--- src/design/bpa_ram.sv ---
`timescale 1ns / 1ps
// ----------------------------------------------------------------------------
// bpa_ram
// Generic simple dual-port RAM, one write and one registered read per cycle.
// ----------------------------------------------------------------------------
module bpa_ram #(
  parameter int W = 8,
  parameter int D = 16
) (
  input  logic                 clk_i,
  input  logic                 we_i,
  input  logic [$clog2(D)-1:0] waddr_i,
  input  logic [W-1:0]         wdata_i,
  input  logic [$clog2(D)-1:0] raddr_i,
  output logic [W-1:0]         rdata_o
);

  logic [W-1:0] mem [D];
  logic [W-1:0] rdata_q;

  always_ff @(posedge clk_i) begin
    if (we_i) begin
      mem[waddr_i] <= wdata_i;
    end
    rdata_q <= mem[raddr_i];
  end

  assign rdata_o = rdata_q;

endmodule
--- config.mk ---
export PLATFORM = sky130hd
export DESIGN_NAME = bpa_ram
export DESIGN_NICKNAME = d
export VERILOG_FILES = /design/src/design/bpa_ram.sv
export SDC_FILE = /design/constraint.sdc
export NUM_CORES = 1
export LEC_CHECK = 0
export ABC_CLOCK_PERIOD_IN_PS = 3050
export BUFFER_PORTS_ARGS = -buffer_cell sky130_fd_sc_hd__buf_2
export CORE_MARGIN = 3
export CORE_UTILIZATION = 55
export DETAILED_ROUTE_END_ITERATION = 6
export PLACE_DENSITY = 0.73
export REMOVE_ABC_BUFFERS = 1
export SETUP_SLACK_MARGIN = 0.3
export SLEW_MARGIN = 10
export SYNTH_ARGS = -nofsm -noshare
export SYNTH_HDL_FRONTEND = slang
export SYNTH_SLANG_ARGS = --single-unit
--- constraint.sdc ---
create_clock -name clk_i -period 3.05 [get_ports clk_i]
set_clock_uncertainty 0.15 [all_clocks]
set_input_delay 0.61 -clock clk_i [delete_from_list [all_inputs] [get_ports clk_i]]
set_output_delay 0.61 -clock clk_i [all_outputs]
set_load 0.1 [all_outputs]
# Word level (Yosys, flattened, before mapping)
# Memory sizes are Yosys's and may differ from the RTL's. A register that Yosys moved wholly into a read port is not among the register bits.
# Index checks and enable logic that the tools add are counted.
word_totals:
  regBits: 0
  ramBits: 128
  input_bits: 18
  out_inout_bits: 8
  word_cells: 3
  mem_count: 1
op_classes:
  n_mux: 2
memory_table:
  columns: ["memory", "depth", "word_bits", "rd", "rd_clocked_by_memory_dff", "write_ports", "line_no", "rtl"]
  rows:
  - ["mem", 16, 8, 1, 1, 1, "18", "logic [W-1:0] mem [D];"]
ops:
  columns: ["cell", "n"]
  rows:
  - ["$mux W1", 2]

# Depth between registers and ports, before layout
# Gate-level depths: netlist of the first run.
logic_depth:
  depth_word: 2
  depth_mapped: 5
  depth_no_buf: 3

# Worst setup path before layout of the first run
# Ideal clock, no wire load.
synth_timing:
  path_type: "input port to flip-flop"
  from: "in waddr_i[2]"
  to: "mem mem[0][0], enable pin"
  setup_time_ps: 383
  arrival_time_ps: 1720
  path_slack_ps: 797
  stages: 2
  path_buffers: 0
  cell_sequence: "or3b_2 > nor3_1"
synth_lines:
  columns: ["element", "line_no", "rtl"]
  rows:
  - ["from (decl)", "12", "input logic [$clog2(D)-1:0] waddr_i,"]
  - ["to (decl)", "18", null]
# No word-level cell before the write port.

# Worst setup path after layout of the first run
layout_timing:
  from: "reg rdata_q[2], in the netlist rdata_o[2] (read register of mem)"
  to: "out rdata_o[2]"
layout_lines:
  columns: ["element", "line_no", "rtl"]
  rows:
  - ["from (decl)", "19", "logic [W-1:0] rdata_q;"]
  - ["to (decl)", "15", "output logic [W-1:0] rdata_o"]
# No word-level cell between the ends.

==> flow_metrics.py, run 1 <==
metrics = {
    "setup_path": {
        "critPathMaxStageDelay_ps": 450,
        "critical_path.cell_chain": "buf_2",
        "worstSetupEndpointType": "output port",
        "critPathSlowestCell": "buf_2",
        "timing.rr.start": "mem[2][2]",
        "ff2ff_path_depth": 3,
        "cp-start-kind": "flop",
        "rrSetupSlack_ps": 1530,
        "path_buf_inv": 1,
        "cp.required_ps": 2290,
        "reg2reg_to": "rdata_o[2]",
        "critPathMaxFanout": 1,
        "crit_cells": 1,
        "crit_type": "reg -> out",
        "arrival_ps": 1310,
        "cp_top_family": "buffers and inverters",
    },
    "detailed_routing": {
        "wl_met2_um": 4860,
        "dr.pass1.iters": 4,
        "viasPerCell": 5.96,
        "avgRoutedWirePerCell_um": 24.1,
        "drtIter0Drc": 173,
        "wl_um": 9760,
        "dr_wl_met3_um": 447,
        "drt-met1-wl_um": 4300,
        "final_antenna_net_count": 0,
        "top_layer": "met4",
        "drc": 0,
        "vias": 2413,
    },
    "global_routing": {
        "grt_antenna_before_repair": 0,
        "grt_max_degree": 26,
        "overflow": 0,
        "grt_pass1_wl_um": 14800,
        "grt_usage": 0.204,
        "grt_pass1_vias": 2529,
    },
    "yosys": {
        "post-synth-top-count-cell": "edfxtp_1",
        "synth_top_area_frac": 0.747,
        "synth_area_leaders": "edfxtp_1, mux4_2, mux4_1, dfxtp_1, a22oi_1",
        "synth_cell_types": 19,
        "syn_area_um2": 5150,
        "ys_seq_elements": 136,
        "yosys.area.top_type": "edfxtp_1",
        "yosysWarnings": 0,
        "synthCells": 229,
        "syn_area_per_cell_um2": 22.5,
        "synthTopCellsByCount": "edfxtp_1, mux4_2, a22oi_1, mux4_1, nor2_1",
        "seq_area_frac_synth": 0.778,
        "ys.flop_type": "edfxtp_1",
        "ys_async_sr_fraction": 0,
        "synth_edf_count": 128,
    },
    "sta": {
        "worst_hold_slack_ps": 334,
        "worstMarginPinSlew_ps": 819,
        "max_freq_mhz": 483,
        "finalCritPeriodShare": 0.679,
        "hold_viol": 0,
        "rsz0062_at_grt": "no",
        "finalSetupViolCount": 0,
        "slew_violations": 0,
        "fin_crit_ps": 2070,
        "fin_tns_setup_ps": 0,
        "max_slew_margin": 0.452,
    },
    "floorplan": {
        "initial_core_util": 0.579,
        "die_h_um": 103,
        "rows": 34,
        "dieArea_um2": 10600,
        "die_width_um": 103,
        "coreArea_um2": 8890,
        "io_pins": 26,
    },
    "power_and_ir_drop": {
        "internal-power_mw": 3.32,
        "p_leak_nw": 2.06,
        "comb_power_share": 0.065,
        "sequentialPowerShare": 0.495,
        "total_power_mw": 4.25,
        "max-vdd-ir-drop_mv": 0.340,
        "p_switching_mw": 0.930,
        "powerDensity_nw_per_um2": 705,
        "clkPwrFrac": 0.440,
        "switching_share": 0.219,
    },
    "finish": {
        "area_growth_pct": 17.2,
        "antenna_cells": 0,
        "drive_above_1_share": 0.316,
        "num-nets-final": 302,
        "layoutNonFillerInstCount": 405,
        "post-route-util": 0.678,
    },
    "placement": {
        "port_buffers": 25,
        "dp.cells": 373,
        "dp_hpwl_um": 6060,
        "globalplace.congestion": 0.714,
    },
    "clocking": {
        "cts_buffer_depth": 2,
        "clk_latency_ps": 510,
        "cts_num_sinks": 136,
        "root_buffer": "clkbuf_8",
        "htreeDepth": 4,
        "cts_resized": 0,
        "cts_tree": "done",
        "cts_buffers": 17,
        "cts_hold_buf": 0,
        "post_cts_buffers": 0,
        "clkTransAtPathRegs_ps": 60,
    },
    "worst_hold_path": {
        "min_path_cells": 1,
        "hold_end": "mem[12][1]",
        "hp-start": "wdata_i[1]",
        "hp-class": "in -> reg",
    },
    "flow_run": {
        "maxCapViolCount": 0,
    },
    "outcome": {
        "status": "complete, no violations",
    },
}
[cells by family after synthesis]
logic type             share of synthesized area
muxes                                      0.150
buffers and inverters                     0.0168
AOI/OAI and AO/OA                         0.0233
and+or+nand+nor                           0.0318
DFF                                        0.778
[cell usage in the layout, fill, tap and decap left out, types with 5 or more instances in the layout]
cell | netlist | final
mux4_2 | 18 | 18
edfxtp_1 | 128 | 128
nor2_1 | 13 | 13
buf_2 | 3 | 25
buf_4 | 1 | 21
dfxtp_1 | 8 | 8
mux4_1 | 14 | 14
clkbuf_16 | 0 | 16
clkinvlp_4 | 0 | 5
nand2_1 | 9 | 9
a22oi_1 | 16 | 16
[state kept, by name, indices dropped and copies added (netlist names)]
register  count
mem         128
rdata_o       8
[per-stage QoR]
stage	setup WS, ps	area (um^2)
5_1_grt	911	6030
4_1_cts	941	6030
3_3_place_gp	706	5480
2_1_floorplan	797	5060
6_report	980	6030
3_5_place_dp	677	5480
[metal layers]
metal	track usage	vias to the layer above
li1	-	1082
met1	0.295	1248
met2	0.309	73
met3	0.0467	10
met4	0.0797	0
met5	0	-
[power by group through the flow]
stage	sequential, mW	combinational (mW)	clock (mW)
after global placement	2.14	0.274	0
after CTS	2.10	0.281	1.89
after floorplan	2.23	0.0837	0
after detailed placement	2.14	0.281	0
after global routing	2.11	0.295	1.99
final	2.10	0.277	1.87
[cell type report]
cell class	count	area, um^2
flip-flops and latches	136	4000
fillers	552	2860
well taps	108	135
multi-input cells	83	1060
clock buffers	18	418
repair buffers	46	283
clock inverters	14	134
[how the worst max path moves through the flow]
stage | startpoint | end | slack (ps)
final | rdata_o[2] | rdata_o[2] | 980
after global routing | rdata_o[2] | rdata_o[2] | 910
after CTS | rdata_o[2] | rdata_o[2] | 940
after detailed placement | raddr_i[0] | rdata_o[1] | 680
after global placement | raddr_i[0] | rdata_o[5] | 710
after floorplan | waddr_i[2] | mem[0][0] | 800
Note: power is estimated with default switching activity, not from simulation.
==> inputs of run 2 (changes only) <==
ABC_CLOCK_PERIOD_IN_PS = 1800   (was 3050)
CORE_UTILIZATION = 54   (was 55)
PLACE_DENSITY = 0.74   (was 0.73)
clock period = 1.8 ns   (was 3.05 ns; I/O delays follow)
==> flow_metrics.py, run 2 (synthesis gave the netlist of run 1 again) <==
metrics = {
    "global_routing": {
        "grt_pass1_wl_um": 16300,
        "grt_max_degree": 33,
        "grt_usage": 0.210,
        "grt_pass1_vias": 2664,
        "overflow": 0,
        "grt_antenna_before_repair": 0,
    },
    "floorplan": {
        "die_h_um": 104,
        "rows": 34,
        "die_width_um": 104,
        "initial_core_util": 0.573,
        "dieArea_um2": 10700,
        "coreArea_um2": 8980,
        "io_pins": 26,
    },
    "placement": {
        "dp.cells": 396,
        "port_buffers": 25,
        "dp_hpwl_um": 6360,
        "globalplace.congestion": 0.738,
    },
    "worst_hold_path": {
        "hp-class": "in -> reg",
        "min_path_cells": 1,
    },
    "setup_path": {
        "cp-start-kind": "flop",
        "arrival_ps": 1050,
        "path_buf_inv": 1,
        "critPathSlowestCell": "dfxtp_2",
        "cp_top_family": "flip-flops",
        "critPathMaxStageDelay_ps": 360,
        "cp.required_ps": 1290,
        "crit_cells": 1,
        "critical_path.cell_chain": "buf_12",
        "worstSetupEndpointType": "output port",
        "ff2ff_path_depth": 3,
        "crit_type": "reg -> out",
        "critPathMaxFanout": 1,
    },
    "sta": {
        "slew_violations": 0,
        "finalSetupViolCount": 0,
        "rsz0062_at_grt": "yes",
        "max_freq_mhz": 642,
        "finalCritPeriodShare": 0.866,
        "max_slew_margin": 0.410,
        "worstMarginPinSlew_ps": 883,
        "hold_viol": 0,
        "fin_crit_ps": 1560,
    },
    "detailed_routing": {
        "drc": 0,
        "vias": 2574,
        "drtIter0Drc": 240,
        "dr.pass1.iters": 5,
        "final_antenna_net_count": 0,
        "viasPerCell": 6.01,
        "wl_um": 10400,
        "avgRoutedWirePerCell_um": 24.3,
    },
    "finish": {
        "mostFrequentLayoutCell": "edfxtp_1",
        "antenna_cells": 0,
        "regMostFlops": "mem",
        "drive_above_1_share": 0.387,
        "area_growth_pct": 20.9,
        "final_cell_mix": "edfxtp_1, buf_4, mux4_2",
        "nFillCells": 566,
        "layoutNonFillerInstCount": 428,
        "largest_reg_flops": 128,
        "num-nets-final": 307,
    },
    "clocking": {
        "cts_buffer_depth": 2,
        "clk_latency_ps": 520,
        "cts_num_sinks": 136,
        "post_cts_buffers": 0,
        "clkTransAtPathRegs_ps": 60,
        "root_buffer": "clkbuf_8",
        "cts_hold_buf": 0,
        "cts_buffers": 17,
        "cts_tree": "done",
        "htreeDepth": 4,
    },
    "flow_run": {
        "maxCapViolCount": 0,
    },
    "power_and_ir_drop": {
        "max-vdd-ir-drop_mv": 0.725,
        "clkPwrFrac": 0.417,
        "total_power_mw": 7.11,
        "sequentialPowerShare": 0.504,
        "p_switching_mw": 1.60,
        "internal-power_mw": 5.51,
        "comb_power_share": 0.079,
        "p_leak_nw": 2.12,
        "switching_share": 0.225,
        "powerDensity_nw_per_um2": 1140,
    },
    "outcome": {
        "status": "complete, no violations",
    },
}
## run 2: cell types whose count changed in the layout (fill, tap and decap cells not counted), moves of 2 or more
| cell | before | now |
|---|---|---|
| buf_12 | 0 | 10 |
| buf_2 | 25 | 17 |
| dfxtp_1 | 8 | 0 |
| dfxtp_2 | 0 | 7 |
| a22oi_1 | 16 | 12 |
| a22oi_2 | 0 | 4 |
| mux4_1 | 14 | 10 |
| mux4_2 | 18 | 22 |
| buf_4 | 21 | 24 |
| bufinv_16 | 2 | 0 |
| clkbuf_8 | 1 | 3 |
| clkinv_2 | 4 | 6 |
## run 2: final timing paths
check                           startpoint    endpoint  slack (ps)
worst max register to register   mem[2][7]  rdata_o[7]         320
worst min-delay path            wdata_i[1]   mem[1][1]          80
worst min register to register   mem[8][5]  rdata_o[5]         530
worst max-delay path            rdata_o[2]  rdata_o[2]         240
## run 2: area by class of cell
type	instances	area, um^2	area share
clock inverters	13	81.3	0.0131
well taps	126	158	0.0253
repair buffers	51	465	0.0748
flip-flops and latches	136	4020	0.645
multi-input cells	83	1060	0.171
clock buffers	19	442	0.0710
## run 2: through the flow
step	TNS (ps)	hold slack (ps)	area, um^2	setup WS, ps	util
after CTS	0	49.8	6230	211	0.694
final	0	75.8	6220	242	0.693
after floorplan	-1620	309	5060	-203	-
after global routing	0	76.0	6220	215	0.693
after global placement	-610	502	5560	-85.6	0.620
after detailed placement	-839	512	5560	-112	0.620
## run 2: power groups by stage
stage / Combinational (mW) / Sequential [mW] / Clock, mW
floorplan: 0.142 / 3.78 / 0
global placement: 0.477 / 3.62 / 0
detailed placement: 0.487 / 3.63 / 0
CTS: 0.562 / 3.58 / 3.02
global route: 0.591 / 3.59 / 3.15
finish: 0.563 / 3.58 / 2.96
## run 2: metal layers
layer  track usage  routed length (um)  part of all wire
met1         0.296                4400              0.42
met5             0                   0                 0
met2         0.327                5240              0.50
met4        0.0741                 114             0.011
met3        0.0485                 646             0.062
## run 2: repair_timing
action / 4_1_cts / 5_1_grt
gates cloned: 0 / 0
resized for setup: 44 / 5
endpoints found under the setup margin: 10 / 12
pin swaps: 1 / 0
==> inputs of run 3 (changes only) <==
ABC_CLOCK_PERIOD_IN_PS = default   (was 1800)
CORE_UTILIZATION = 30   (was 54)
PLACE_DENSITY = default   (was 0.74)
==> flow_metrics.py, run 3 (synthesis gave the netlist of run 1 again) <==
metrics = {
    "setup_path": {
        "worstSetupEndpointType": "flop",
        "cp.required_ps": 1940,
        "crit_type": "in -> reg",
        "cp-start-kind": "primary input",
        "critPathSlowestCell": "mux4_1",
        "critical_path.cell_chain": "buf_2 -> buf_4 -> mux4_1 -> a22oi_2 -> nand2_1",
        "critPathMaxFanout": 7,
        "arrival_ps": 1640,
        "critPathMaxStageDelay_ps": 590,
    },
    "finish": {
        "largest_reg_flops": 128,
        "antenna_cells": 0,
        "final_cell_mix": "edfxtp_1, buf_4, mux4_2",
        "post-route-util": 0.389,
        "drive_above_1_share": 0.391,
        "nFillCells": 1506,
        "num-nets-final": 322,
        "mostFrequentLayoutCell": "edfxtp_1",
        "seq_area_um2": 4020,
        "regMostFlops": "mem",
        "area_growth_pct": 26.1,
        "multiInputGateArea_um2": 1080,
    },
    "sta": {
        "finalCritPeriodShare": 0.831,
        "rsz0062_at_grt": "yes",
        "worst_hold_slack_ps": 184,
        "max_freq_mhz": 668,
        "fin_crit_ps": 1500,
        "finalSetupViolCount": 0,
        "max_slew_margin": 0.418,
        "worstMarginPinSlew_ps": 870,
        "hold_viol": 0,
        "slew_violations": 0,
    },
    "global_routing": {
        "grt_max_degree": 17,
        "grt_antenna_before_repair": 0,
        "grt_usage": 0.119,
        "overflow": 0,
        "grt_pass1_wl_um": 15800,
        "grt_pass1_vias": 2576,
    },
    "floorplan": {
        "initial_core_util": 0.308,
        "die_h_um": 137,
        "coreArea_um2": 16700,
        "dieArea_um2": 18800,
        "die_width_um": 137,
        "io_pins": 26,
        "rows": 47,
    },
    "clocking": {
        "clk_latency_ps": 410,
        "root_buffer": "clkbuf_16",
        "cts_buffers": 17,
        "cts_tree": "done",
        "htreeDepth": 4,
        "cts_buffer_depth": 2,
        "cts_num_sinks": 136,
        "clkTransAtPathRegs_ps": 60,
    },
    "placement": {
        "port_buffers": 25,
        "globalplace.congestion": 0.734,
        "dp_hpwl_um": 6910,
    },
    "detailed_routing": {
        "avgRoutedWirePerCell_um": 19.4,
        "final_antenna_net_count": 0,
        "drtIter0Drc": 245,
        "drc": 0,
        "viasPerCell": 4.69,
        "wl_um": 10400,
        "vias": 2520,
        "dr.pass1.iters": 4,
    },
    "flow_run": {
        "maxCapViolCount": 0,
    },
    "outcome": {
        "status": "complete, no violations",
    },
    "worst_hold_path": {
        "hp-class": "in -> reg",
    },
    "power_and_ir_drop": {
        "powerDensity_nw_per_um2": 1120,
        "max-vdd-ir-drop_mv": 0.684,
        "p_leak_nw": 2.22,
    },
}
==> run 3: changes by cell type in the layout (fill, tap and decap cells not counted), sizes merged <==
cell	before	now
buf	51	66
bufinv	0	1
clkbuf	19	21
clkinv	9	8
clkinvlp	4	2
==> run 3: power by group <==
| part | leakage (nW) | switching, mW | total (mW) | internal, mW |
|---|---|---|---|---|
| logic | 0.734 | 0.351 | 0.586 | 0.235 |
| clock network | 0.261 | 1.19 | 3.10 | 1.91 |
| registers | 1.22 | 0.0352 | 3.58 | 3.55 |
| total | 2.22 | 1.58 | 7.27 | 5.69 |
==> run 3: through the flow <==
stage | setup WS [ps] | std cells | cell area, um^2 | power [mW] | setup TNS (ps)
after CTS | 252 | 531 | 6420 | 7.30 | 0
final | 303 | 537 | 6490 | 7.27 | 0
after global placement | -185 | 495 | 5720 | 4.12 | -1640
after detailed placement | -174 | 495 | 5720 | 4.14 | -1450
after global routing | 254 | 537 | 6490 | 7.49 | 0
after floorplan | -203 | 219 | 5060 | 3.92 | -1620
==> run 3: worst paths after layout <==
path                                  from          to  slack [ps]  depth (start not counted)
worst max-delay path            raddr_i[0]  rdata_o[3]         300                          5
worst min-delay path            wdata_i[0]   mem[2][0]         180                          1
worst max register to register   mem[9][3]  rdata_o[3]         320                          3
worst min register to register  mem[14][4]  rdata_o[4]         510                          3
==> run 3: cell type report <==
class | count | share of cell area
clock buffer | 21 | 0.0694
multi-input combinational | 83 | 0.167
sequential | 136 | 0.619
timing repair buffer | 66 | 0.0902
tap | 220 | 0.0424
clock inverter | 11 | 0.0127
==> run 3: worst max-delay path: cells and delay by family <==
kind	cells	cell delay [ps]
mux	1	590
buf+inv	2	350
compound gates	1	260
simple gates	1	70
==> run 3: timing repair <==
action / 4_1_cts / 5_1_grt
setup endpoints to repair: 11 / 18
setup buffers: 4 / 6
gates resized for setup: 36 / 8
hold buffers: 0 / 0
pin swaps: 0 / 1
==> run 3: routing by layer <==
metal	GRT usage	wire, um	vias to the layer above
met3	0.0390	547	12
met5	0	0	-
met4	0.0355	90	0
met1	0.164	4840	1327
li1	-	-	1120
met2	0.180	4950	61
